$ cat src/npt_pkg.sv
`timescale 1ns / 1ps
`default_nettype none
// ----------------------------------------------------------------------------
// NAT port translator package
// Shared sizes, codes and the search token that travels along the cell chain.
// ----------------------------------------------------------------------------
package npt_pkg;

    // Number of mapping slots, one cell per slot.
    localparam int TABLE_DEPTH = 256;
    localparam int IDX_W       = (TABLE_DEPTH > 1) ? $clog2(TABLE_DEPTH) : 1;
    localparam int CNT_W       = $clog2(TABLE_DEPTH + 1);

    localparam int ADDR_W      = 32;
    localparam int PORT_W      = 16;
    localparam int PROTO_W     = 8;
    localparam int STATUS_W    = 3;
    localparam int CFG_IDX_W   = 3;
    localparam int CFG_DATA_W  = 32;

    localparam logic [PROTO_W-1:0] PROTO_UDP = 8'd17;

    // Reset values of the configuration registers.
    localparam logic [ADDR_W-1:0] RST_INNER_ADDR  = 32'hC0A8_1401;
    localparam logic [ADDR_W-1:0] RST_OUTER_ADDR  = 32'hC0A8_1E01;
    localparam logic [ADDR_W-1:0] RST_BLOCKED_A   = 32'h0A00_0202;
    localparam logic [ADDR_W-1:0] RST_BLOCKED_B   = 32'h0A00_020F;
    localparam logic [PORT_W-1:0] RST_FIRST_PORT  = 16'd10000;

    // Configuration register indexes.
    localparam logic [CFG_IDX_W-1:0] CFG_INNER_ADDR = 3'd0;
    localparam logic [CFG_IDX_W-1:0] CFG_OUTER_ADDR = 3'd1;
    localparam logic [CFG_IDX_W-1:0] CFG_BLOCKED_A  = 3'd2;
    localparam logic [CFG_IDX_W-1:0] CFG_BLOCKED_B  = 3'd3;
    localparam logic [CFG_IDX_W-1:0] CFG_FIRST_PORT = 3'd4;

    typedef enum logic [STATUS_W-1:0] {
        STS_OUT_FWD  = 3'd0,
        STS_IN_FWD   = 3'd1,
        STS_BLOCKED  = 3'd2,
        STS_NOT_UDP  = 3'd3,
        STS_NO_MAP   = 3'd4,
        STS_FULL     = 3'd5,
        STS_TO_INNER = 3'd6
    } t_status;

    // Direction of a packet, which decides what the cells do with the token.
    typedef enum logic [1:0] {
        MODE_NONE = 2'd0,
        MODE_OUT  = 2'd1,
        MODE_IN   = 2'd2
    } t_mode;

    typedef enum logic [1:0] {
        ST_IDLE   = 2'd0,
        ST_SEARCH = 2'd1,
        ST_DONE   = 2'd2
    } t_state;

    // Search token. For outbound packets hit marks a match or a fresh
    // allocation and slot records where. For inbound packets hit marks a
    // slot that is in use and the matching cell fills in the data fields.
    typedef struct packed {
        logic              valid;
        t_mode             mode;
        logic [ADDR_W-1:0] key_addr;
        logic [PORT_W-1:0] key_port;
        logic [IDX_W-1:0]  slot;
        logic              hit;
        logic              alloc;
        logic [ADDR_W-1:0] data_addr;
        logic [PORT_W-1:0] data_port;
    } t_token;

endpackage
`default_nettype wire

$ cat src/npt_cell.sv
`timescale 1ns / 1ps
`default_nettype none
// ----------------------------------------------------------------------------
// NAT port translator mapping cell
// Holds one mapping slot and passes the search token on to the next cell.
// ----------------------------------------------------------------------------
module npt_cell (
    input  wire logic                       i_clk,
    input  wire logic                       i_rst_n,
    input  wire logic [npt_pkg::IDX_W-1:0]  i_index,
    input  wire logic [npt_pkg::CNT_W-1:0]  i_used,
    input  wire npt_pkg::t_token            i_tok,
    output npt_pkg::t_token                 o_tok
);

    logic [npt_pkg::ADDR_W-1:0] r_addr;
    logic [npt_pkg::PORT_W-1:0] r_port;
    npt_pkg::t_token            r_tok;
    npt_pkg::t_token            n_tok;
    logic                       n_wr;
    logic                       in_use;
    logic                       at_free;
    logic                       key_match;

    assign in_use    = npt_pkg::CNT_W'(i_index) < i_used;
    assign at_free   = npt_pkg::CNT_W'(i_index) == i_used;
    assign key_match = (r_addr == i_tok.key_addr) && (r_port == i_tok.key_port);

    always_comb begin
        n_tok = i_tok;
        n_wr  = 1'b0;
        if (i_tok.valid) begin
            unique case (i_tok.mode)
                npt_pkg::MODE_OUT: begin
                    if (in_use) begin
                        if (!i_tok.hit && key_match) begin
                            n_tok.hit  = 1'b1;
                            n_tok.slot = i_index;
                        end
                    end else if (at_free && !i_tok.hit) begin
                        // First free slot and no match before it: claim it.
                        n_wr        = 1'b1;
                        n_tok.hit   = 1'b1;
                        n_tok.alloc = 1'b1;
                        n_tok.slot  = i_index;
                    end
                end
                npt_pkg::MODE_IN: begin
                    if (i_tok.hit && (i_tok.slot == i_index)) begin
                        n_tok.data_addr = r_addr;
                        n_tok.data_port = r_port;
                    end
                end
                default: begin
                end
            endcase
        end
    end

    always_ff @(posedge i_clk) begin
        if (n_wr) begin
            r_addr <= i_tok.key_addr;
            r_port <= i_tok.key_port;
        end
    end

    always_ff @(posedge i_clk) begin
        if (!i_rst_n) begin
            r_tok.valid <= 1'b0;
        end else begin
            r_tok <= n_tok;
        end
    end

    assign o_tok = r_tok;

endmodule
`default_nettype wire

$ cat config.mk
export PLATFORM = sky130hd
export DESIGN_NAME = npt_cell
export DESIGN_NICKNAME = d
export VERILOG_FILES = /design/src/npt_pkg.sv /design/src/npt_cell.sv
export SDC_FILE = /design/constraint.sdc
export NUM_CORES = 1
export LEC_CHECK = 0
export ABC_AREA = 1
export BUFFER_PORTS_ARGS = -buffer_cell sky130_fd_sc_hd__buf_4
export CORE_MARGIN = 4
export CORE_UTILIZATION = 25
export DETAILED_ROUTE_END_ITERATION = 10
export PLACE_DENSITY = 0.59
export SYNTH_ARGS = -nofsm -noshare
export SYNTH_HDL_FRONTEND = slang
export SYNTH_SLANG_ARGS = --single-unit
$ cat constraint.sdc
create_clock -name i_clk -period 2.47 [get_ports i_clk]
set_clock_uncertainty 0.05 [all_clocks]
set_input_delay 0.247 -clock i_clk [delete_from_list [all_inputs] [get_ports i_clk]]
set_output_delay 0.247 -clock i_clk [all_outputs]
set_load 0.1 [all_outputs]
# Word-level counts from Yosys, hierarchy flattened
# Index checks and enable logic that the tools add are counted.
dict set report totals {
  regBits 157
  latchBits 0
  mem_bits_rw 0
  romBits 0
  inputBits 128
  output_inout_bits 109
  word_cells 35
  memories 0
}
dict set report classes {
  n_addsub 0
  mul 0
  n_div 0
  order_cmp 1
  eq_ne 6
  shift 0
  mux 12
  n_bitwise 0
  reduce_logical 5
}
# cell count
set op_table {}
lappend op_table {{$mux 48} 2}
lappend op_table {{$mux 58} 1}
lappend op_table {{$eq 32x32->1} 1}
lappend op_table {{$mux 10} 2}
lappend op_table {{$mux 9} 2}
lappend op_table {{$eq 16x16->1} 1}
lappend op_table {{$eq 8x9->1} 1}
lappend op_table {{$lt 8x9->1} 1}
lappend op_table {{$eq 8x8->1} 1}
lappend op_table {{$mux 1} 5}
lappend op_table {{$logic_and 1x1->1} 4}
lappend op_table {{$eq 2x1->1 const B} 1}
lappend op_table {{$eq 2x2->1 const B} 1}
lappend op_table {{$logic_not 1->1} 1}

# Logic depth before layout (Yosys ltp)
# Gate-level depths: netlist (run 1).
dict set report depth {
  ltp_word 7
  depth_mapped 12
  mapped_depth_nobuf 12
}

# Worst setup path after synthesis (run 1)
# No wires, ideal clock.
dict set report synth_timing {
  path_kind {input port to flip-flop}
  from {input port i_used[6] in the netlist's numbering}
  to {register r_addr[0] in the netlist's numbering, enable pin}
  setup_ps 403
  t_arrival_ps 2078
  path_slack_ps -61
  path_stages 8
  n_path_buf 0
  cell_sequence {inv_1 ha_1 nand2_1 nor2_1 nand4_1 nor2_2 nand3_1 inv_1}
}
dict set report synth_via {
  elab_chain_len 6
}
# item line
set synth_rtl {}
lappend synth_rtl {{from (decl)} npt_cell.sv:11} ;# input wire logic [npt_pkg::CNT_W-1:0] i_used,
lappend synth_rtl {{branches (longest 3 deep; another with $lt 8x9->1)} n/a}
lappend synth_rtl {{$mux 1 *} npt_cell.sv:35} ;# if (in_use) begin
lappend synth_rtl {{$mux 1 *} npt_cell.sv:33} ;# unique case (i_tok.mode)
lappend synth_rtl {{$mux 1 *} npt_cell.sv:32} ;# if (i_tok.valid) begin
lappend synth_rtl {{net n_wr} npt_cell.sv:20} ;# logic n_wr;
lappend synth_rtl {{to (signal assigned)} npt_cell.sv:62} ;# r_addr <= i_tok.key_addr;
lappend synth_rtl {{to (decl)} npt_cell.sv:16} ;# logic [npt_pkg::ADDR_W-1:0] r_addr;
# Mark *: on every way through the listed nets, which the timed path passes.
# A chain may end at the register's enable or synchronous reset.

==> results.json, run 1 <==
{
  "p_comb_frac": 0.236,
  "worstSetupPathType": "in -> reg",
  "syn_inst": 607,
  "startpoint": "i_tok[73]",
  "min_from": "i_tok[48]",
  "seq_area_sq_um": 4700,
  "track_usage": 0.125,
  "crit_path_end_kind": "flop",
  "pwr-share-seq": 0.409,
  "synth_top_cell_by_area": "edfxtp_1",
  "status": "complete, no violations",
  "syn_to_final_growth_pct": 49.7,
  "ios": 237,
  "max_slew_margin": 0.627,
  "r2r_slack_ns": 0.35,
  "setup_viol": 0,
  "report.final.slew_viol_count": 0,
  "fill_cells": 2676,
  "netlist_area_sq_um": 6880,
  "viasPerCell": 4.17,
  "synth_seq_cells": 157,
  "synth-edff-count": 156,
  "rsz0062_at_grt": "false",
  "layout_common_cells": "buf_4, nand2_1, edfxtp_1",
  "clkSlewWorstSetupHoldPaths_ns": 0.07,
  "cts_resized": 0,
  "fmax_mhz": 445,
  "clockBufferDepth": 2,
  "multi_input_area_sq_um": 1790,
  "drc": 0,
  "cts-buffers-inserted": 17,
  "fin_nets": 1048,
  "port_buffers": 236,
  "hold_violations": 0,
  "timing.setup.tns_ns": 0,
  "worstSetupStartpointType": "primary input",
  "core_area_sq_um": 27000,
  "tritoncts": "yes",
  "synthArstFlopShare": 0,
  "gp_congestion": 0.809,
  "syn_avg_cell_area_sq_um": 11.3,
  "clkSinkCount": 157,
  "syn-num-nets": 743,
  "worst_pin_slew_ns": 0.558,
  "grt_overflow": 0,
  "start_util": 0.254,
  "p_clk_frac": 0.354,
  "core.rowCount": 60,
  "ir_drop_mv": 0.375,
  "antenna_found_initial": 1,
  "rr_startpoint": "r_addr[14]$_DFFE_PP_",
  "arrival_ns": 2.45,
  "p_sw_frac": 0.337,
  "worst-path-max-fanout": 10,
  "synth_top_area_share": 0.681,
  "die_h_microns": 174,
  "hpwl_microns": 14100,
  "seq_area_frac_synth": 0.684,
  "grt_max_degree": 79,
  "power.switching_w": 0.00258,
  "layout_commonest_cell": "buf_4",
  "htreeDepth": 4,
  "dr.pass1.iters": 4,
  "min_period_ns": 2.25,
  "fin_hold_ws_ns": 0.0491,
  "fin_crit_sh": 0.910,
  "synthTopCellsByArea": "edfxtp_1, nand2_1, inv_1",
  "die_width_microns": 174,
  "grt_pass1_wl_microns": 29700,
  "synth_ff_type": "edfxtp_1",
  "ctsRootBufferMaster": "clkbuf_16",
  "drive_gt1_frac": 0.308,
  "via_count": 5282,
  "grt_pass1_vias": 5344,
  "wl_per_cell_microns": 15.1,
  "p_leak_nw": 4.57,
  "cap_violations": 0,
  "min_path_cells": 2,
  "drtIter0Drc": 258,
  "yosysWarnings": 0,
  "final_antenna_net_count": 0,
  "routed_wirelength_microns": 19100,
  "clock_latency_ns": 0.42,
  "cp.required_ns": 2.67,
  "cellInternalPower_w": 0.00507,
  "worst-r2r-cell-count": 9,
  "hp-class": "in -> reg",
  "dieArea_sq_um": 30200,
  "ys_types": 24,
  "stdcell_area_sq_um": 10300,
  "placed_area_sq_um": 9170,
  "p_per_area_nw_per_um2": 743
}
flip-flops by register name (all words and copies together), names as in the netlist:
signal and flops:
r_port 16, o_tok 109, r_addr 32
cell usage after synthesis (all sizes together), types with 7 or more instances:
cell type  instances
nand2            171
edfxtp           156
inv               90
o21ai             40
nor2              39
a21oi             20
mux2              18
xnor2             15
nand3             13
nand4             12
ha                 8
xor2               7
power groups by stage:
stage / clock network, W / logic, W / registers (W)
2_1_floorplan: 0 / 0.000156 / 0.00425
3_3_place_gp: 0 / 0.00174 / 0.00319
3_5_place_dp: 0 / 0.00175 / 0.00319
4_1_cts: 0.00281 / 0.00182 / 0.00313
5_1_grt: 0.00293 / 0.00188 / 0.00315
6_report: 0.00271 / 0.00181 / 0.00313
metrics by stage:
stage	utilization	setup WS (ns)	instances	power [W]
2_1_floorplan	-	0.0387	607	0.00441
3_3_place_gp	0.339	0.355	1183	0.00493
3_5_place_dp	0.339	0.293	1183	0.00494
4_1_cts	0.381	0.185	1266	0.00776
5_1_grt	0.381	0.0803	1267	0.00796
6_report	0.381	0.221	1267	0.00765
routing by layer:
| layer | routed length, microns | up-vias | GRT usage | part of all wire |
|---|---|---|---|---|
| met5 | 0 | - | 0 | 0 |
| met2 | 8990 | 184 | 0.206 | 0.47 |
| met4 | 260 | 0 | 0.0323 | 0.014 |
| li1 | - | 2638 | - | - |
| met3 | 1390 | 16 | 0.0423 | 0.073 |
| met1 | 8430 | 2444 | 0.159 | 0.44 |
path summary, 6_finish.rpt:
check | end
hold / removal | o_tok[48]$_DFFE_PP_
hold reg to reg | o_tok[27]$_DFFE_PP_
setup reg to reg | o_tok[51]$_DFFE_PP_
setup / recovery | o_tok[51]$_DFFE_PP_
final cells by class:
| class | instances | area share |
|---|---|---|
| multi-input combinational | 348 | 0.174 |
| timing repair buffer | 296 | 0.234 |
| sequential | 157 | 0.457 |
| clock buffer | 17 | 0.0413 |
| clock inverter | 15 | 0.0176 |
| tap | 341 | 0.0414 |
| antenna | 1 | 0.000243 |
| inverter | 92 | 0.0339 |
kinds of logic after synthesis:
group           share of synthesized area
simple gates                        0.142
compound gates                     0.0450
xor+xnor                           0.0280
mux                                0.0295
buf+inv                            0.0566
flops                               0.684
fa+ha+maj                          0.0146
repair_timing:
item                                    4_1_cts  5_1_grt
hold endpoints to repair                     99        0
buffers inserted                              0        0
endpoints found under the setup margin        0        0
hold buffers                                 51        0
worst max-delay path, cell delays in order:
cell and delay [ns]:
dlygate4sd3_1 0.54, buf_4 0.15, nand2_1 0.06, nand2_1 0.06
nor2_1 0.17, nand2_1 0.08, nor2_1 0.13, nand2_1 0.12
nor2_4 0.31, nand3_4 0.19, nand2_1 0.10, nand3_1 0.07
a21oi_1 0.20
Power figures use the tool's default switching activity.
==> inputs of run 2 (changes only) <==
- RECOVER_POWER: not set -> 100
==> results.json, run 2 (synthesis gave the netlist of run 1 again) <==
{
  "status": "complete, but fails checks",
  "violations": "capacitance limit, slew limit",
  "hp-class": "in -> reg",
  "final_antenna_net_count": 0,
  "drive_gt1_frac": 0.137,
  "layout_common_cells": "nand2_1, clkbuf_1, edfxtp_1",
  "die_width_microns": 174,
  "fin_nets": 1048,
  "die_h_microns": 174,
  "antenna_found_initial": 1,
  "p_leak_nw": 3.98,
  "cts-buffers-inserted": 17,
  "cp.required_ns": 2.47,
  "ir_drop_mv": 0.374,
  "placed_area_sq_um": 9170,
  "routed_wirelength_microns": 19100,
  "max_slew_margin": -0.0998,
  "critPathMaxStageDelay_ns": 1.17,
  "hpwl_microns": 14100,
  "core.rowCount": 60,
  "clkSlewWorstSetupHoldPaths_ns": 0.07,
  "rsz0062_at_grt": "false",
  "clockBufferDepth": 2,
  "cap_violations": 1,
  "drc": 0,
  "hold_buffers": 51,
  "min_period_ns": 2.29,
  "grt_max_degree": 79,
  "cp_cell_sequence": "clkbuf_1 > clkbuf_4",
  "arrival_ns": 2.29,
  "viasPerCell": 4.18,
  "ctsRootBufferMaster": "clkbuf_16",
  "setup_viol": 0,
  "report.final.slew_viol_count": 28,
  "track_usage": 0.125,
  "grt_pass1_wl_microns": 29700,
  "clkSinkCount": 157,
  "fmax_mhz": 436,
  "worstSetupStartpointType": "primary input",
  "crit_path_end_kind": "flop",
  "grt_overflow": 0,
  "fin_hold_ws_ns": 0.0400,
  "crit_path_top_delay_cell": "clkbuf_1",
  "stdcell_area_sq_um": 9650,
  "largest_register_ff_count": 109,
  "pre_cts_ws_ns": 0.293,
  "postCtsSetupBuffers": 0,
  "cts_resized": 0,
  "worst_pin_slew_ns": 1.65,
  "cp_num_buf_inv": 2,
  "port_buffers": 236,
  "clock_latency_ns": 0.42,
  "start_util": 0.254,
  "htreeDepth": 4,
  "drtIter0Drc": 258,
  "fin_crit_sh": 0.929,
  "hold_violations": 0,
  "layout_commonest_cell": "nand2_1",
  "layout_setup_ws_ns": 0.176,
  "via_count": 5301,
  "gp_congestion": 0.809,
  "dieArea_sq_um": 30200,
  "critical-path-top-delay-family": "buffers and inverters",
  "fill_cells": 2808,
  "worstSetupPathType": "in -> reg",
  "grt_pass1_vias": 5344,
  "core_area_sq_um": 27000,
  "p_per_area_nw_per_um2": 776,
  "timing.setup.tns_ns": 0,
  "dr.pass1.iters": 4,
  "final_util": 0.357,
  "tritoncts": "yes",
  "syn_to_final_growth_pct": 40.3,
  "ios": 237,
  "worst-path-max-fanout": 43,
  "wl_per_cell_microns": 15.0
}
## run 2: changes by cell type in the layout (fill, tap and decap cells not counted)
cell / delta
buf_12: -4
clkbuf_1: +158
clkinvlp_4: -1
clkinvlp_2: +1
buf_6: +1
o21ai_0: +18
or2_2: +1
buf_4: -157
clkbuf_4: +2
o21ai_1: -18
or2_4: -1
## run 2: path summary, 6_finish.rpt
path / slack [ns] / end / cells after the start / start
min reg2reg: 0.53 / o_tok[27]$_DFFE_PP_ / 1 / r_addr[11]$_DFFE_PP_
max: 0.18 / o_tok[7]$_DFFE_PP_ / 2 / i_rst_n
min: 0.04 / o_tok[48]$_DFFE_PP_ / 2 / i_tok[48]
max reg2reg: 0.35 / o_tok[51]$_DFFE_PP_ / 9 / r_addr[14]$_DFFE_PP_
## run 2: report_power, final
part	switching (W)	internal, W	leakage (nW)
Sequential	0.0000378	0.00309	1.50
Clock	0.00118	0.00153	0.301
Combinational	0.00136	0.000286	2.19
Total	0.00257	0.00491	3.98
## run 2: layout make-up
type / count / area, sq um / share of cell area
flip-flops and latches: 157 / 4700 / 0.488
multi-input cells: 348 / 1790 / 0.185
repair buffers: 296 / 1770 / 0.184
well taps: 341 / 427 / 0.0442
clock buffers: 17 / 425 / 0.0441
inverters: 92 / 347 / 0.0359
clock inverters: 15 / 181 / 0.0188
diodes: 1 / 2.50 / 0.000259
## run 2: stage by stage
step | instances | total power, W
after floorplan | 607 | 0.00441
after global placement | 1183 | 0.00493
after detailed placement | 1183 | 0.00494
after CTS | 1266 | 0.00776
after global routing | 1267 | 0.00779
final | 1267 | 0.00748
## run 2: layer usage
layer | vias up | track usage | wire length (microns)
li1 | 2636 | - | -
met1 | 2462 | 0.159 | 8500
met2 | 188 | 0.206 | 8920
met3 | 15 | 0.0423 | 1380
met4 | 0 | 0.0323 | 254
met5 | - | 0 | 0
