`config.mk`:
```
export PLATFORM = sky130hd
export DESIGN_NAME = npt_ctrl
export DESIGN_NICKNAME = d
export VERILOG_FILES = /design/src/npt_pkg.sv /design/src/npt_ctrl.sv
export SDC_FILE = /design/constraint.sdc
export NUM_CORES = 1
export LEC_CHECK = 0
export BUFFER_PORTS_ARGS = -buffer_cell sky130_fd_sc_hd__buf_2
export CORE_MARGIN = 5
export CORE_UTILIZATION = 40
export DETAILED_ROUTE_END_ITERATION = 12
export HOLD_SLACK_MARGIN = 0.15
export RECOVER_POWER = 100
export SLEW_MARGIN = 0
export SYNTH_ARGS = -nofsm -noshare
export SYNTH_HDL_FRONTEND = slang
export SYNTH_SLANG_ARGS = --single-unit
```
`constraint.sdc`:
```
create_clock -name i_clk -period 9.9 [get_ports i_clk]
set_input_delay 0.99 -clock i_clk [delete_from_list [all_inputs] [get_ports i_clk]]
set_output_delay 0.99 -clock i_clk [all_outputs]
set_load 0.02 [all_outputs]
```
`src/npt_pkg.sv`:
```
`timescale 1ns / 1ps
`default_nettype none
// ----------------------------------------------------------------------------
// NAT port translator package
// Shared sizes, codes and the search token that travels along the cell chain.
// ----------------------------------------------------------------------------
package npt_pkg;

    // Number of mapping slots, one cell per slot.
    localparam int TABLE_DEPTH = 256;
    localparam int IDX_W       = (TABLE_DEPTH > 1) ? $clog2(TABLE_DEPTH) : 1;
    localparam int CNT_W       = $clog2(TABLE_DEPTH + 1);

    localparam int ADDR_W      = 32;
    localparam int PORT_W      = 16;
    localparam int PROTO_W     = 8;
    localparam int STATUS_W    = 3;
    localparam int CFG_IDX_W   = 3;
    localparam int CFG_DATA_W  = 32;

    localparam logic [PROTO_W-1:0] PROTO_UDP = 8'd17;

    // Reset values of the configuration registers.
    localparam logic [ADDR_W-1:0] RST_INNER_ADDR  = 32'hC0A8_1401;
    localparam logic [ADDR_W-1:0] RST_OUTER_ADDR  = 32'hC0A8_1E01;
    localparam logic [ADDR_W-1:0] RST_BLOCKED_A   = 32'h0A00_0202;
    localparam logic [ADDR_W-1:0] RST_BLOCKED_B   = 32'h0A00_020F;
    localparam logic [PORT_W-1:0] RST_FIRST_PORT  = 16'd10000;

    // Configuration register indexes.
    localparam logic [CFG_IDX_W-1:0] CFG_INNER_ADDR = 3'd0;
    localparam logic [CFG_IDX_W-1:0] CFG_OUTER_ADDR = 3'd1;
    localparam logic [CFG_IDX_W-1:0] CFG_BLOCKED_A  = 3'd2;
    localparam logic [CFG_IDX_W-1:0] CFG_BLOCKED_B  = 3'd3;
    localparam logic [CFG_IDX_W-1:0] CFG_FIRST_PORT = 3'd4;

    typedef enum logic [STATUS_W-1:0] {
        STS_OUT_FWD  = 3'd0,
        STS_IN_FWD   = 3'd1,
        STS_BLOCKED  = 3'd2,
        STS_NOT_UDP  = 3'd3,
        STS_NO_MAP   = 3'd4,
        STS_FULL     = 3'd5,
        STS_TO_INNER = 3'd6
    } t_status;

    // Direction of a packet, which decides what the cells do with the token.
    typedef enum logic [1:0] {
        MODE_NONE = 2'd0,
        MODE_OUT  = 2'd1,
        MODE_IN   = 2'd2
    } t_mode;

    typedef enum logic [1:0] {
        ST_IDLE   = 2'd0,
        ST_SEARCH = 2'd1,
        ST_DONE   = 2'd2
    } t_state;

    // Search token. For outbound packets hit marks a match or a fresh
    // allocation and slot records where. For inbound packets hit marks a
    // slot that is in use and the matching cell fills in the data fields.
    typedef struct packed {
        logic              valid;
        t_mode             mode;
        logic [ADDR_W-1:0] key_addr;
        logic [PORT_W-1:0] key_port;
        logic [IDX_W-1:0]  slot;
        logic              hit;
        logic              alloc;
        logic [ADDR_W-1:0] data_addr;
        logic [PORT_W-1:0] data_port;
    } t_token;

endpackage
`default_nettype wire

```
`src/npt_ctrl.sv`:
```
`timescale 1ns / 1ps
`default_nettype none
// ----------------------------------------------------------------------------
// NAT port translator control
// Configuration registers, packet classification, token launch and result.
// ----------------------------------------------------------------------------
module npt_ctrl (
    input  wire logic                           i_clk,
    input  wire logic                           i_rst_n,
    input  wire logic                           i_cfg_wr_en,
    input  wire logic [npt_pkg::CFG_IDX_W-1:0]  i_cfg_index,
    input  wire logic [npt_pkg::CFG_DATA_W-1:0] i_cfg_data,
    input  wire logic                           i_in_valid,
    output logic                                o_in_stall,
    input  wire logic [npt_pkg::ADDR_W-1:0]     i_src_addr,
    input  wire logic [npt_pkg::PORT_W-1:0]     i_src_port,
    input  wire logic [npt_pkg::ADDR_W-1:0]     i_dst_addr,
    input  wire logic [npt_pkg::PORT_W-1:0]     i_dst_port,
    input  wire logic [npt_pkg::PROTO_W-1:0]    i_protocol,
    output logic                                o_out_valid,
    input  wire logic                           i_out_stall,
    output logic [npt_pkg::ADDR_W-1:0]          o_new_src_addr,
    output logic [npt_pkg::PORT_W-1:0]          o_new_src_port,
    output logic [npt_pkg::ADDR_W-1:0]          o_new_dst_addr,
    output logic [npt_pkg::PORT_W-1:0]          o_new_dst_port,
    output logic [npt_pkg::STATUS_W-1:0]        o_status,
    output npt_pkg::t_token                     o_tok,
    output logic [npt_pkg::CNT_W-1:0]           o_used,
    input  wire npt_pkg::t_token                i_tok
);

    // Configuration.
    logic [npt_pkg::ADDR_W-1:0] r_inner_addr;
    logic [npt_pkg::ADDR_W-1:0] r_outer_addr;
    logic [npt_pkg::ADDR_W-1:0] r_blocked_a;
    logic [npt_pkg::ADDR_W-1:0] r_blocked_b;
    logic [npt_pkg::PORT_W-1:0] r_first_port;

    npt_pkg::t_state            r_state;
    npt_pkg::t_state            n_state;
    logic [npt_pkg::CNT_W-1:0]  r_used;

    // Packet held while its token travels.
    logic [npt_pkg::ADDR_W-1:0]  r_src_addr;
    logic [npt_pkg::PORT_W-1:0]  r_src_port;
    logic [npt_pkg::ADDR_W-1:0]  r_dst_addr;
    logic [npt_pkg::PORT_W-1:0]  r_dst_port;
    logic [npt_pkg::PROTO_W-1:0] r_protocol;
    npt_pkg::t_mode              r_mode;

    npt_pkg::t_token            r_launch;
    npt_pkg::t_token            n_launch;
    npt_pkg::t_token            r_fin;

    logic                       r_out_valid;
    logic [npt_pkg::ADDR_W-1:0] r_new_src_addr;
    logic [npt_pkg::PORT_W-1:0] r_new_src_port;
    logic [npt_pkg::ADDR_W-1:0] r_new_dst_addr;
    logic [npt_pkg::PORT_W-1:0] r_new_dst_port;
    npt_pkg::t_status           r_status;

    logic                       in_accept;
    logic                       out_free;
    logic                       load_out;
    npt_pkg::t_mode             in_mode;
    logic [npt_pkg::PORT_W-1:0] in_slot;
    logic                       in_slot_used;

    logic [npt_pkg::ADDR_W-1:0] res_src_addr;
    logic [npt_pkg::PORT_W-1:0] res_src_port;
    logic [npt_pkg::ADDR_W-1:0] res_dst_addr;
    logic [npt_pkg::PORT_W-1:0] res_dst_port;
    npt_pkg::t_status           res_base;
    npt_pkg::t_status           res_fail;
    logic                       res_failed;
    npt_pkg::t_status           res_status;

    assign in_accept = i_in_valid && !o_in_stall;
    assign out_free  = !r_out_valid || !i_out_stall;
    assign load_out  = (r_state == npt_pkg::ST_DONE) && out_free;

    // Classification of an arriving packet.
    assign in_slot      = i_dst_port - r_first_port;
    assign in_slot_used = 32'(in_slot) < 32'(r_used);

    always_comb begin
        if ((i_dst_addr != r_inner_addr) && (i_dst_addr != r_outer_addr)) begin
            in_mode = npt_pkg::MODE_OUT;
        end else if (i_dst_addr == r_outer_addr) begin
            in_mode = npt_pkg::MODE_IN;
        end else begin
            in_mode = npt_pkg::MODE_NONE;
        end
    end

    always_comb begin
        n_launch           = r_launch;
        n_launch.valid     = in_accept;
        if (in_accept) begin
            n_launch.mode      = in_mode;
            n_launch.key_addr  = i_src_addr;
            n_launch.key_port  = i_src_port;
            n_launch.slot      = in_slot[npt_pkg::IDX_W-1:0];
            n_launch.hit       = (in_mode == npt_pkg::MODE_IN) && in_slot_used;
            n_launch.alloc     = 1'b0;
            n_launch.data_addr = i_dst_addr;
            n_launch.data_port = i_dst_port;
        end
    end

    // Next state.
    always_comb begin
        n_state = r_state;
        unique case (r_state)
            npt_pkg::ST_IDLE: begin
                if (in_accept) begin
                    n_state = npt_pkg::ST_SEARCH;
                end
            end
            npt_pkg::ST_SEARCH: begin
                if (i_tok.valid) begin
                    n_state = npt_pkg::ST_DONE;
                end
            end
            npt_pkg::ST_DONE: begin
                if (out_free) begin
                    n_state = npt_pkg::ST_IDLE;
                end
            end
            default: begin
                n_state = npt_pkg::ST_IDLE;
            end
        endcase
    end

    // Outputs of the state machine.
    always_comb begin
        o_in_stall = (r_state != npt_pkg::ST_IDLE);
    end

    // Result of a finished search.
    always_comb begin
        res_src_addr = r_src_addr;
        res_src_port = r_src_port;
        res_dst_addr = r_dst_addr;
        res_dst_port = r_dst_port;
        res_failed   = 1'b0;
        res_fail     = npt_pkg::STS_TO_INNER;
        unique case (r_mode)
            npt_pkg::MODE_OUT: begin
                res_base = npt_pkg::STS_OUT_FWD;
                if (r_fin.hit) begin
                    res_src_addr = r_outer_addr;
                    res_src_port = r_first_port + npt_pkg::PORT_W'(r_fin.slot);
                end else begin
                    res_failed = 1'b1;
                    res_fail   = npt_pkg::STS_FULL;
                end
            end
            npt_pkg::MODE_IN: begin
                res_base = npt_pkg::STS_IN_FWD;
                if (r_fin.hit) begin
                    res_dst_addr = r_fin.data_addr;
                    res_dst_port = r_fin.data_port;
                end else begin
                    res_failed = 1'b1;
                    res_fail   = npt_pkg::STS_NO_MAP;
                end
            end
            default: begin
                res_base   = npt_pkg::STS_TO_INNER;
                res_failed = 1'b1;
                res_fail   = npt_pkg::STS_TO_INNER;
            end
        endcase
    end

    always_comb begin
        priority if (r_protocol != npt_pkg::PROTO_UDP) begin
            res_status = npt_pkg::STS_NOT_UDP;
        end else if ((r_src_addr == r_blocked_a) || (r_src_addr == r_blocked_b)) begin
            res_status = npt_pkg::STS_BLOCKED;
        end else if (res_failed) begin
            res_status = res_fail;
        end else begin
            res_status = res_base;
        end
    end

    // Control registers.
    always_ff @(posedge i_clk) begin
        if (!i_rst_n) begin
            r_state      <= npt_pkg::ST_IDLE;
            r_used       <= '0;
            r_out_valid  <= 1'b0;
            r_launch.valid <= 1'b0;
            r_inner_addr <= npt_pkg::RST_INNER_ADDR;
            r_outer_addr <= npt_pkg::RST_OUTER_ADDR;
            r_blocked_a  <= npt_pkg::RST_BLOCKED_A;
            r_blocked_b  <= npt_pkg::RST_BLOCKED_B;
            r_first_port <= npt_pkg::RST_FIRST_PORT;
        end else begin
            r_state  <= n_state;
            r_launch <= n_launch;
            if (load_out) begin
                r_out_valid <= 1'b1;
            end else if (!i_out_stall) begin
                r_out_valid <= 1'b0;
            end
            if (load_out && r_fin.alloc) begin
                r_used <= r_used + 1'b1;
            end
            if (i_cfg_wr_en) begin
                unique case (i_cfg_index)
                    npt_pkg::CFG_INNER_ADDR: r_inner_addr <= i_cfg_data;
                    npt_pkg::CFG_OUTER_ADDR: r_outer_addr <= i_cfg_data;
                    npt_pkg::CFG_BLOCKED_A:  r_blocked_a  <= i_cfg_data;
                    npt_pkg::CFG_BLOCKED_B:  r_blocked_b  <= i_cfg_data;
                    npt_pkg::CFG_FIRST_PORT: r_first_port <= i_cfg_data[npt_pkg::PORT_W-1:0];
                    default: begin
                    end
                endcase
            end
        end
    end

    // Payload registers.
    always_ff @(posedge i_clk) begin
        if (in_accept) begin
            r_src_addr <= i_src_addr;
            r_src_port <= i_src_port;
            r_dst_addr <= i_dst_addr;
            r_dst_port <= i_dst_port;
            r_protocol <= i_protocol;
            r_mode     <= in_mode;
        end
        if ((r_state == npt_pkg::ST_SEARCH) && i_tok.valid) begin
            r_fin <= i_tok;
        end
        if (load_out) begin
            r_new_src_addr <= res_src_addr;
            r_new_src_port <= res_src_port;
            r_new_dst_addr <= res_dst_addr;
            r_new_dst_port <= res_dst_port;
            r_status       <= res_status;
        end
    end

    assign o_tok          = r_launch;
    assign o_used         = r_used;
    assign o_out_valid    = r_out_valid;
    assign o_new_src_addr = r_new_src_addr;
    assign o_new_src_port = r_new_src_port;
    assign o_new_dst_addr = r_new_dst_addr;
    assign o_new_dst_port = r_new_dst_port;
    assign o_status       = r_status;

    // A token leaves the chain only while its packet is being searched.
    a_tok_in_search: assert property (@(posedge i_clk) disable iff (!i_rst_n)
        i_tok.valid |-> (r_state == npt_pkg::ST_SEARCH))
        else $error("search token left the chain outside a search");

    // The slot count never passes the table size.
    a_used_bound: assert property (@(posedge i_clk) disable iff (!i_rst_n)
        32'(r_used) <= npt_pkg::TABLE_DEPTH)
        else $error("slot count above table size");

    // The slot count only grows by one, and only when a result is loaded.
    a_used_step: assert property (@(posedge i_clk) disable iff (!i_rst_n)
        (r_used != $past(r_used)) |->
            ((r_used == $past(r_used) + 1'b1) && $past(load_out)))
        else $error("slot count changed unexpectedly");

    // A loaded result is presented on the output as the control returns to idle.
    a_out_from_done: assert property (@(posedge i_clk) disable iff (!i_rst_n)
        (load_out) |=> (o_out_valid && (r_state == npt_pkg::ST_IDLE)))
        else $error("result load did not present a transfer");

endmodule
`default_nettype wire

```
### After elaboration in Yosys (flattened, before gate mapping)

Index checks and enable logic that the tools add are counted.
Widths: inputs -> output; s select.

| word-level totals | value |
|---|---|
| bits in registers | 527 |
| bits in latches | 0 |
| memory bits (writable) | 0 |
| ROM bits | 0 |
| bits of input ports | 253 |
| output and inout port bits | 219 |
| word-level logic and storage cells | 103 |
| memories kept | 0 |

| operators by class | value |
|---|---|
| $add $sub $neg | 3 |
| $mul | 0 |
| div/mod/pow operators | 0 |
| order comparisons | 1 |
| equal/unequal tests | 19 |
| shifts and indexed selects | 0 |
| multiplexer cells | 24 |
| bitwise gates (word level) | 0 |
| reduce and logical (&&, ||, !) cells | 23 |

Operators by type and width:

| kind | number |
|---|---|
| $mux 32 | 4 |
| $eq 32x32->1 | 3 |
| $mux 16 | 4 |
| $ne 32x32->1 | 2 |
| $add 16x8->16 | 1 |
| $lt 16x9->1 | 1 |
| $sub 16x16->16 | 1 |
| $mux 2 | 7 |
| $pmux 3 s2 | 2 |
| $reduce_and 2->1 | 6 |
| $add 9x1->9 const B | 1 |
| $ne 8x5->1 const B | 1 |
| $eq 2x2->1 const B | 3 |
| $eq 3x2->1 const B | 2 |
| $logic_and 1x1->1 | 6 |
| $ne 2x2->1 const B | 3 |
| $pmux 2 s3 | 1 |
| $mux 1 | 5 |
| $eq 2x1->1 const B | 2 |
| $reduce_or 2->1 | 2 |
| $eq 3x1->1 const B | 1 |
| $eq 3x3->1 const B | 1 |
| $logic_not 1->1 | 3 |
| $logic_not 3->1 | 1 |
| other kinds (6) | 7 |

### Longest topological paths before layout

Gate-level depths: netlist of the first run.

| depth | value |
|---|---|
| depth in word-level cells | 5 |
| gate-level depth with buffers | 17 |
| depth with buffers taken out | 17 |

### Worst setup path before layout of the first run

OpenSTA, ideal clock, no wires.

| timing path | value |
|---|---|
| kind | input to register |
| start | in i_in_valid |
| end | reg r_launch (netlist bit o_tok[0]), enable pin |
| setup time | 0.477 ns |
| data arrival time | 8.315 ns |
| data required time | 9.423 ns |
| path slack | 1.107 ns |
| stages | 3 |
| cells stage by stage | inv_1 nor2_1 and2_1 |

| between the ends | value |
|---|---|
| longest elaborated chain between the ends | 2 |

RTL lines:

| item | line | source |
|---|---|---|
| from (decl) | npt_ctrl.sv:13 | `input wire logic i_in_valid,` |
| $logic_and 1x1->1 | npt_ctrl.sv:78 | `assign in_accept = i_in_valid && !o_in_stall;` |
| named net in_accept | npt_ctrl.sv:62 | `logic in_accept;` |
| $reduce_and 2->1 (no source line) | -- |  |
| to (signal assigned) | npt_ctrl.sv:204 | `r_launch <= n_launch;` |
| to (decl) | npt_ctrl.sv:51 | `npt_pkg::t_token r_launch;` |

The timed path passes the listed nets, and every way through them passes these cells.
A chain may end at the register's enable or synchronous reset.

### Worst setup path after layout of the first run

| timing path | value |
|---|---|
| start | in i_rst_n |
| end | reg r_launch (netlist bit o_tok[28]), enable pin |

| between the ends | value |
|---|---|
| longest elaborated chain between the ends | 1 |

RTL lines:

| item | line | source |
|---|---|---|
| from (decl) | npt_ctrl.sv:9 | `input wire logic i_rst_n,` |
| $reduce_and 2->1 (no source line) | -- |  |

No other way between the ends.

==> flow_metrics.py, run 1 <==
metrics = {
    "logic_synthesis": {
        "ys_ff_latch": 527,
        "ys_seq_area_frac": 0.682,
        "syn_nets": 1862,
        "synth-edff-count": 370,
        "ys_warn_count": 0,
        "avgSynthCellArea_um2": 13.3,
        "synth_cells": 1573,
        "synth_cell_types": 50,
        "synth_area_um2": 20900,
        "yosys_most_used_dff": "edfxtp_1",
        "async_flop_share": 0,
    },
    "detailed_routing": {
        "ant_nets": 0,
        "vias_per_cell": 5.03,
        "drt-total-wl_mm": 60.8,
        "first_iter_violations": 1092,
        "avgRoutedWirePerCell_um": 22.2,
        "dr_total_vias": 13748,
        "dr.pass1.iters": 5,
        "drc": 0,
    },
    "cts": {
        "root_buffer": "clkbuf_16",
        "clkTransAtPathRegs_ps": 60,
        "clock_sinks": 527,
        "h-tree-depth": 2,
        "ctsResizeCount": 0,
        "clk_path_buf_depth": 3,
        "worstSkewPairLatency_ps": 620,
        "tritoncts": "yes",
        "cts_hold_buf": 0,
        "numCtsBuffers": 56,
        "postCtsSetupRepairBufs": 0,
    },
    "global_route": {
        "grt_pass1_vias": 13647,
        "grt_antenna_before_repair": 9,
        "use_met1": 0.283,
        "grt_remaining_overflow": 0,
        "top_usage_layer": "met2",
        "grt_max_degree": 86,
        "met2_usage": 0.328,
        "grt_use_total": 0.204,
        "grtUsageMet3": 0.0448,
        "grt_pass1_wl_mm": 87.6,
    },
    "layout": {
        "fin_nets": 2293,
        "final_area_um2": 25200,
        "n_fill_cell": 4755,
        "area_growth_pct": 20.8,
        "drive_above_1_share": 0.136,
    },
    "setup_path": {
        "arrival_ps": 6740,
        "path_class": "in -> reg",
        "start_kind": "input port",
        "required_ps": 10090,
        "critPathCaptureType": "flop",
        "worst-path-max-fanout": 76,
    },
    "sta": {
        "max_slew.worst_pin.slew_ps": 3490,
        "fin_crit_sh": 0.662,
        "min_period_ps": 6550,
        "hold_violations": 0,
        "setup_viol": 0,
        "clock.fmax_ghz": 0.153,
        "rsz0062_at_grt": "false",
        "setup_tns_ps": 0,
        "skew_ps": 20.5,
        "slew_headroom": -1.33,
        "drv_slew": 680,
    },
    "floorplan": {
        "pin_count": 472,
        "die_width_um": 239,
        "rows": 83,
        "core_area_um2": 51500,
        "die_area_um2": 56900,
        "die_h_um": 239,
        "initial_core_util": 0.406,
    },
    "place": {
        "placed_cell_area_um2": 23800,
        "hpwl_mm": 44.1,
        "place_congestion": 0.875,
        "port_buffers": 420,
    },
    "power_and_ir_drop": {
        "vdd_ir_drop_max_v": 0.000168,
        "p_per_area_nw_per_um2": 200,
        "sw_frac_of_total": 0.234,
        "leakage_nw": 8.62,
        "pwr-share-comb": 0.071,
        "internal_power_w": 0.00387,
        "switching_power_w": 0.00118,
        "pwr-share-clk": 0.435,
        "power_frac_seq": 0.495,
    },
    "run_status": {
        "status": "complete, but fails checks",
        "violations": "max-capacitance violations, max-slew violations",
    },
    "min_path": {
        "hold_path.class": "reg -> reg",
    },
    "job": {
        "drv_cap": 13,
    },
}
-- worst max-delay path, stage by stage --
cell and delay (ps):
clkbuf_1 2080, and2_0 1780, clkbuf_2 1620
-- Yosys cell counts, types with 11 or more instances --
| master | instances | area share |
|---|---|---|
| nand4_1 | 31 | 0.0093 |
| xor2_1 | 38 | 0.016 |
| xnor2_1 | 119 | 0.050 |
| o21ai_0 | 28 | 0.0067 |
| a21oi_1 | 23 | 0.0055 |
| nand2_1 | 319 | 0.057 |
| nor2_1 | 18 | 0.0032 |
| edfxtp_1 | 370 | 0.53 |
| ha_1 | 34 | 0.020 |
| and2_1 | 11 | 0.0033 |
| dfxtp_1 | 157 | 0.15 |
| nand3_1 | 37 | 0.0089 |
| mux2_2 | 81 | 0.044 |
| a21boi_0 | 114 | 0.041 |
| nor4_1 | 16 | 0.0048 |
| inv_1 | 37 | 0.0066 |
| clkbuf_1 | 60 | 0.011 |
-- power groups by stage --
| stage | registers (W) | logic, W | clock network, W |
|---|---|---|---|
| after floorplan | 0.00257 | 0.000171 | 0 |
| after global placement | 0.00254 | 0.000367 | 0 |
| after detailed placement | 0.00254 | 0.000373 | 0 |
| after CTS | 0.00249 | 0.000376 | 0.00225 |
| after global routing | 0.00251 | 0.000390 | 0.00234 |
| final | 0.00250 | 0.000358 | 0.00220 |
-- registers in the layout, summed over array words and instances (netlist names), 32 cells and up --
signal / count
o_new_dst_addr: 32
o_new_src_addr: 32
o_tok: 108
r_blocked_a: 32
r_blocked_b: 32
r_dst_addr: 32
r_fin: 58
r_inner_addr: 32
r_outer_addr: 32
r_src_addr: 32
-- per-stage QoR --
step	util	setup slack, ps	hold WS [ps]	instances	power [W]
after floorplan	-	1110	456	1573	0.00274
after global placement	0.461	5370	464	2626	0.00291
after detailed placement	0.461	5310	471	2626	0.00292
after CTS	0.499	5930	479	2732	0.00512
after global routing	0.490	2850	502	2734	0.00524
final	0.490	3350	478	2735	0.00506
-- logic make-up after synthesis --
logic type | count (synthesis) | share of synthesized area
AO/OA/AOI/OAI | 202 | 0.0683
XOR/XNOR | 157 | 0.0658
adder cells (fa/ha/maj) | 36 | 0.0223
buffers and inverters | 98 | 0.0178
flip-flops | 527 | 0.682
multiplexers | 84 | 0.0451
other | 1 | 0.000179
AND/OR/NAND/NOR | 468 | 0.0983
-- layer usage --
metal,vias up,part of all wire
met5,-,0.0016
li1,6464,-
met2,472,0.47
met4,14,0.025
met1,6698,0.44
met3,100,0.067
-- worst paths after layout --
| check | slack, ps | depth (start not counted) | to | start |
|---|---|---|---|---|
| worst max-delay path | 3350 | 3 | o_tok[28] | i_rst_n |
| worst min-delay path | 480 | 2 | r_inner_addr[27] | r_inner_addr[27] |
| worst max register to register | 4220 | 4 | o_new_dst_addr[26] | r_state[0] |
| worst min register to register | 480 | 2 | r_inner_addr[27] | r_inner_addr[27] |
-- placed cells by master, fill, tap and decap left out, drive strengths merged, types with 16 or more instances in the layout --
cell type  instances
dfxtp            157
a21boi           114
inv               41
xnor2            119
ha                34
nor4              16
clkbuf           398
edfxtp           370
o21ai             28
a21oi             24
buf              100
mux2              81
nand3             37
nand4             31
xor2              38
clkinv            25
nand2            319
nor2              18
-- final cells by class --
| cell class | instances | area, um^2 | area share |
|---|---|---|---|
| Sequential cell | 527 | 14300 | 0.565 |
| Multi-Input combinational cell | 948 | 6280 | 0.249 |
| Timing Repair Buffer | 434 | 1760 | 0.0698 |
| Clock buffer | 64 | 1470 | 0.0583 |
| Tap cell | 680 | 851 | 0.0337 |
| Clock inverter | 42 | 479 | 0.0190 |
| Inverter | 37 | 139 | 0.00550 |
| Antenna cell | 3 | 7.51 | 0.000297 |
No activity file was read; power rests on OpenSTA's default activity.
==> run 2: changes to the inputs <==
--- a/config.mk
+++ b/config.mk
@@ -5,6 +5,7 @@
 export SDC_FILE = /design/constraint.sdc
 export NUM_CORES = 1
 export LEC_CHECK = 0
+export ABC_AREA = 1
 export BUFFER_PORTS_ARGS = -buffer_cell sky130_fd_sc_hd__buf_2
 export CORE_MARGIN = 5
 export CORE_UTILIZATION = 40
==> constraint.sdc (replaced) <==
create_clock -name i_clk -period 5.7 [get_ports i_clk]
set_input_delay 0.57 -clock i_clk [delete_from_list [all_inputs] [get_ports i_clk]]
set_output_delay 0.57 -clock i_clk [all_outputs]
set_load 0.02 [all_outputs]
==> flow_metrics.py, run 2 <==
metrics = {
    "run_status": {
        "status": "complete, but fails checks",
        "violations": "max-capacitance violations, max-slew violations",
    },
    "cts": {
        "tritoncts": "yes",
        "ctsResizeCount": 0,
        "clkTransAtPathRegs_ps": 60,
        "postCtsSetupRepairBufs": 0,
        "root_buffer": "clkbuf_16",
        "numCtsBuffers": 56,
        "h-tree-depth": 2,
        "clk_path_buf_depth": 3,
        "worstSkewPairLatency_ps": 610,
        "clock_sinks": 527,
    },
    "detailed_routing": {
        "vias_per_cell": 4.86,
        "ant_nets": 0,
        "dr_total_vias": 15724,
        "first_iter_violations": 1164,
        "drc": 0,
        "avgRoutedWirePerCell_um": 19.4,
        "drt-total-wl_mm": 62.8,
        "dr.pass1.iters": 5,
    },
    "setup_path": {
        "required_ps": 5850,
        "worst-path-max-fanout": 67,
        "slowest_stage": "clkbuf_1",
        "arrival_ps": 4130,
        "r2r_cells": 4,
        "path_class": "in -> reg",
        "path_delay_family": "buffers and inverters",
        "cp_cell_sequence": "buf_4 > clkinv_1 > nor2_4 > clkbuf_1",
        "max_stage_delay_ps": 2130,
        "critical_path_cell_count": 4,
        "path_buf_inv": 3,
        "r2r_slack_ps": 2160,
        "critPathCaptureType": "flop",
        "start_kind": "input port",
    },
    "global_route": {
        "use_met1": 0.294,
        "grt_antenna_before_repair": 6,
        "top_usage_layer": "met2",
        "grtUsageMet3": 0.0437,
        "met2_usage": 0.329,
        "grt_pass1_vias": 15308,
        "grt_use_total": 0.210,
        "grt_remaining_overflow": 0,
        "grt_pass1_wl_mm": 92.0,
        "grt_max_degree": 85,
    },
    "logic_synthesis": {
        "yosys_most_used_dff": "edfxtp_1",
        "avgSynthCellArea_um2": 10.8,
        "async_flop_share": 0,
        "synth_area_um2": 21200,
        "synth_top_area_share": 0.524,
        "ys_seq_area_frac": 0.672,
        "yosysMostFrequentCell": "nand2_1",
        "synth-edff-count": 370,
        "synth_commonest_cells": "nand2_1 (481), edfxtp_1 (370), nor2_1 (200), dfxtp_1 (157), o21ai_0 (156)",
        "ys_top_cells_by_area": "edfxtp_1 (52%), dfxtp_1 (15%), nand2_1 (8.5%)",
        "synth_cell_types": 45,
        "synth_top_area_cell": "edfxtp_1",
        "ys_warn_count": 0,
        "ys_ff_latch": 527,
        "syn_nets": 2250,
        "synth_cells": 1961,
    },
    "floorplan": {
        "core_area_um2": 52600,
        "rows": 84,
        "initial_core_util": 0.404,
        "pin_count": 472,
        "die_area_um2": 57700,
        "die_width_um": 240,
        "die_h_um": 240,
    },
    "layout": {
        "layout_common_cells": "nand2_1 (482), edfxtp_1 (370), clkbuf_1 (343), nor2_1 (203), o21ai_0 (164)",
        "drive_above_1_share": 0.0845,
        "final_area_um2": 26400,
        "fin_nets": 2788,
        "largest_reg_flops": 108,
        "area_growth_pct": 24.7,
        "final_common_cell": "nand2_1",
        "final_util": 0.503,
    },
    "power_and_ir_drop": {
        "power_frac_seq": 0.502,
        "switching_power_w": 0.00205,
        "vdd_ir_drop_max_v": 0.000217,
        "pwr-share-clk": 0.413,
        "pwr-share-comb": 0.085,
        "leakage_nw": 10.3,
        "sw_frac_of_total": 0.236,
        "internal_power_w": 0.00663,
        "p_per_area_nw_per_um2": 328,
    },
    "sta": {
        "setup_viol": 0,
        "clock.fmax_ghz": 0.251,
        "slew_headroom": -1.24,
        "rsz0062_at_grt": "false",
        "min_period_ps": 3980,
        "drv_slew": 274,
        "fin_crit_sh": 0.698,
        "skew_ps": 26.6,
        "setup_tns_ps": 0,
        "hold_violations": 0,
        "layout_setup_ws_ps": 1720,
        "max_slew.worst_pin.slew_ps": 3360,
    },
    "job": {
        "drv_cap": 5,
    },
    "min_path": {
        "hold_path.class": "in -> reg",
        "min_path_cells": 3,
    },
    "place": {
        "place_congestion": 0.860,
        "hpwl_mm": 44.8,
        "dp_slack_ps": 2650,
        "port_buffers": 420,
        "placed_cell_area_um2": 24000,
    },
}
-- run 2: cell types whose count changed after synthesis, sizes merged, moves of 13 or more --
cell / previous run / this run
xnor2: 119 / 54
mux2: 81 / 0
a21boi: 114 / 1
nor2: 18 / 208
nor3: 7 / 22
nand4: 31 / 18
nand2: 319 / 487
inv: 37 / 154
o21ai: 28 / 167
nand3: 37 / 57
buf: 1 / 14
nor4: 16 / 3
a21oi: 24 / 74
-- run 2: what timing repair did --
action	in CTS	in global routing
endpoints found under the hold margin	154	0
setup endpoints to repair	0	0
hold buffers	111	0
-- run 2: per-layer routing --
metal | share of wire | routed length, um
met1 | 0.44 | 27800
met2 | 0.46 | 28900
met3 | 0.068 | 4300
met4 | 0.028 | 1760
met5 | 0.00076 | 48
-- run 2: worst paths after layout --
check | startpoint | to
worst max-delay path | i_rst_n | o_tok[27]
worst min-delay path | i_cfg_data[21] | r_inner_addr[21]
worst min register to register | r_blocked_b[24] | r_blocked_b[24]
worst max register to register | r_state[1] | r_fin[24]
-- run 2: through the flow --
step,hold WS [ps],cells,total power [W]
6_report,250,3237,0.00868
5_1_grt,237,3234,0.00903
4_1_cts,163,3232,0.00880
3_5_place_dp,462,3018,0.00514
3_3_place_gp,454,3018,0.00512
2_1_floorplan,442,1961,0.00483
-- run 2: area by class of cell --
type | count | area (um^2)
clock buffer | 75 | 1560
sequential | 527 | 14300
clock inverter | 28 | 254
tap | 688 | 861
multi-input combinational | 1214 | 6030
antenna | 5 | 12.5
fill | 4883 | 26100
timing repair buffer | 544 | 2880
inverter | 156 | 591
-- run 2: worst register-to-register path: stages, from the launching register on --
cell and delay (ps):
dfxtp_1 310, inv_1 90, nand3_1 90, inv_1 560, clkbuf_1 1980
-- run 2: logic make-up after synthesis --
family,Yosys count,synth area share
AOI/OAI and AO/OA,266,0.0674
other,1,0.000177
and+or+nand+nor,812,0.157
xor gates and xnor gates,99,0.0409
buffers and inverters,220,0.0402
adders and majority gates,36,0.0219
DFF,527,0.672
-- run 2: power groups by stage --
| stage | combinational [W] | sequential [W] | clock [W] |
|---|---|---|---|
| after global placement | 0.000700 | 0.00442 | 0 |
| after global routing | 0.000824 | 0.00437 | 0.00384 |
| after floorplan | 0.000347 | 0.00448 | 0 |
| after CTS | 0.000775 | 0.00435 | 0.00368 |
| final | 0.000741 | 0.00435 | 0.00359 |
| after detailed placement | 0.000710 | 0.00443 | 0 |
==> run 3: changes to the inputs <==
==> constraint.sdc (replaced) <==
create_clock -name i_clk -period 3.9 [get_ports i_clk]
set_input_delay 0.39 -clock i_clk [delete_from_list [all_inputs] [get_ports i_clk]]
set_output_delay 0.39 -clock i_clk [all_outputs]
set_load 0.02 [all_outputs]
==> flow_metrics.py, run 3 (synthesis results as in run 2) <==
metrics = {
    "detailed_routing": {
        "drt-total-wl_mm": 64.6,
        "vias_per_cell": 4.89,
        "first_iter_violations": 1220,
        "drc": 0,
        "ant_nets": 0,
        "dr.pass1.iters": 5,
        "avgRoutedWirePerCell_um": 19.5,
        "dr_total_vias": 16249,
    },
    "layout": {
        "largest_reg_flops": 108,
        "fin_nets": 2873,
        "n_fill_cell": 4808,
        "area_growth_pct": 29.1,
        "drive_above_1_share": 0.0829,
        "layout_common_cells": "nand2_1 (482), edfxtp_1 (370), clkbuf_1 (351), nor2_1 (204), dlygate4sd3_1 (195)",
        "final_common_cell": "nand2_1",
    },
    "floorplan": {
        "initial_core_util": 0.404,
        "core_area_um2": 52600,
        "die_width_um": 240,
        "die_area_um2": 57700,
        "rows": 84,
        "die_h_um": 240,
        "pin_count": 472,
    },
    "global_route": {
        "grt_remaining_overflow": 0,
        "grt_antenna_before_repair": 2,
        "grt_use_total": 0.216,
        "grt_pass1_vias": 15965,
        "grt_max_degree": 104,
        "grt_pass1_wl_mm": 95.1,
    },
    "cts": {
        "tritoncts": "yes",
        "postCtsSetupRepairBufs": 0,
        "worstSkewPairLatency_ps": 610,
        "numCtsBuffers": 54,
        "ctsResizeCount": 0,
        "clkTransAtPathRegs_ps": 60,
        "root_buffer": "clkbuf_16",
        "h-tree-depth": 2,
        "clock_sinks": 527,
        "clk_path_buf_depth": 3,
    },
    "sta": {
        "fin_crit_sh": 0.791,
        "min_period_ps": 3080,
        "hold_violations": 0,
        "setup_viol": 0,
        "clock.fmax_ghz": 0.324,
        "max_slew.worst_pin.slew_ps": 2320,
        "setup_tns_ps": 0,
        "rsz0062_at_grt": "false",
        "drv_slew": 534,
        "skew_ps": 28.6,
        "slew_headroom": -0.544,
    },
    "setup_path": {
        "required_ps": 4250,
        "critPathCaptureType": "flop",
        "start_kind": "input port",
        "arrival_ps": 3430,
        "path_class": "in -> reg",
        "worst-path-max-fanout": 5,
    },
    "run_status": {
        "status": "complete, but fails checks",
        "violations": "max-capacitance violations, max-slew violations",
    },
    "power_and_ir_drop": {
        "pwr-share-comb": 0.089,
        "internal_power_w": 0.0101,
        "switching_power_w": 0.00304,
        "total_power_w": 0.0131,
        "pwr-share-clk": 0.425,
        "p_per_area_nw_per_um2": 478,
        "power_frac_seq": 0.486,
        "vdd_ir_drop_max_v": 0.000342,
        "leakage_nw": 10.7,
        "sw_frac_of_total": 0.232,
    },
    "min_path": {
        "hold_path.class": "in -> reg",
    },
    "place": {
        "port_buffers": 420,
        "hpwl_mm": 45.1,
        "place_congestion": 0.863,
    },
    "job": {
        "drv_cap": 8,
    },
}
## run 3: area by class of cell
class                   count  area [um^2]  share of cell area
well taps                 688          861              0.0314
repair buffers            631         3720               0.136
multi-input cells        1214         6030               0.220
clock buffers              66         1410              0.0514
flip-flops and latches    527        14300               0.521
inverters                 156          589              0.0215
diodes                      2         5.00            0.000183
clock inverters            36          512              0.0187
## run 3: what timing repair did
item / CTS / global route
hold buffers: 195 / 0
hold endpoints to repair: 354 / 0
setup endpoints to repair: 0 / 0
## run 3: metal layers
| layer | wire length [um] | vias up | GRT usage |
|---|---|---|---|
| met5 | 0 | - | 0 |
| met4 | 2570 | 0 | 0.0860 |
| met3 | 4160 | 121 | 0.0372 |
| met2 | 29500 | 590 | 0.339 |
| met1 | 28400 | 7703 | 0.301 |
| li1 | - | 7835 | - |
## run 3: power groups by stage
stage                     Sequential (W)  Clock, W  Combinational [W]
after floorplan                  0.00655         0           0.000508
after global placement           0.00647         0            0.00103
after detailed placement         0.00647         0            0.00104
after CTS                        0.00635   0.00571            0.00121
after global routing             0.00638   0.00596            0.00128
final                            0.00637   0.00557            0.00116
## run 3: through the flow
stage                     hold slack (ps)  setup WS [ps]  area (um^2)  instances  utilization
after floorplan                       442            800        21200       1961            -
after global placement                453           1060        24100       3021        0.458
after detailed placement              462           1020        24100       3021        0.458
after CTS                             150           1110        27900       3318        0.532
after global routing                  163            638        27400       3318        0.521
final                                 186            815        27400       3320        0.521
## run 3: worst paths after layout
path / from / endpoint / slack (ps) / cells after the start
setup / recovery: i_dst_port[0] / o_tok[49] / 820 / 14
hold / removal: i_cfg_data[9] / r_blocked_b[9] / 190 / 3
setup reg to reg: o_out_valid / o_new_src_port[13] / 900 / 4
hold reg to reg: r_blocked_b[24] / r_blocked_b[24] / 470 / 2
## run 3: critical path, cell delays in order
cell and delay, ps:
dlygate4sd3_1 520, clkbuf_1 240, inv_1 170, ha_1 260
fa_1 410, nand3b_1 170, nand2_1 180, a21oi_1 130
xnor2_1 170, ha_1 280, nand2_1 70, o21a_1 190
a21boi_0 180, nor2_1 70
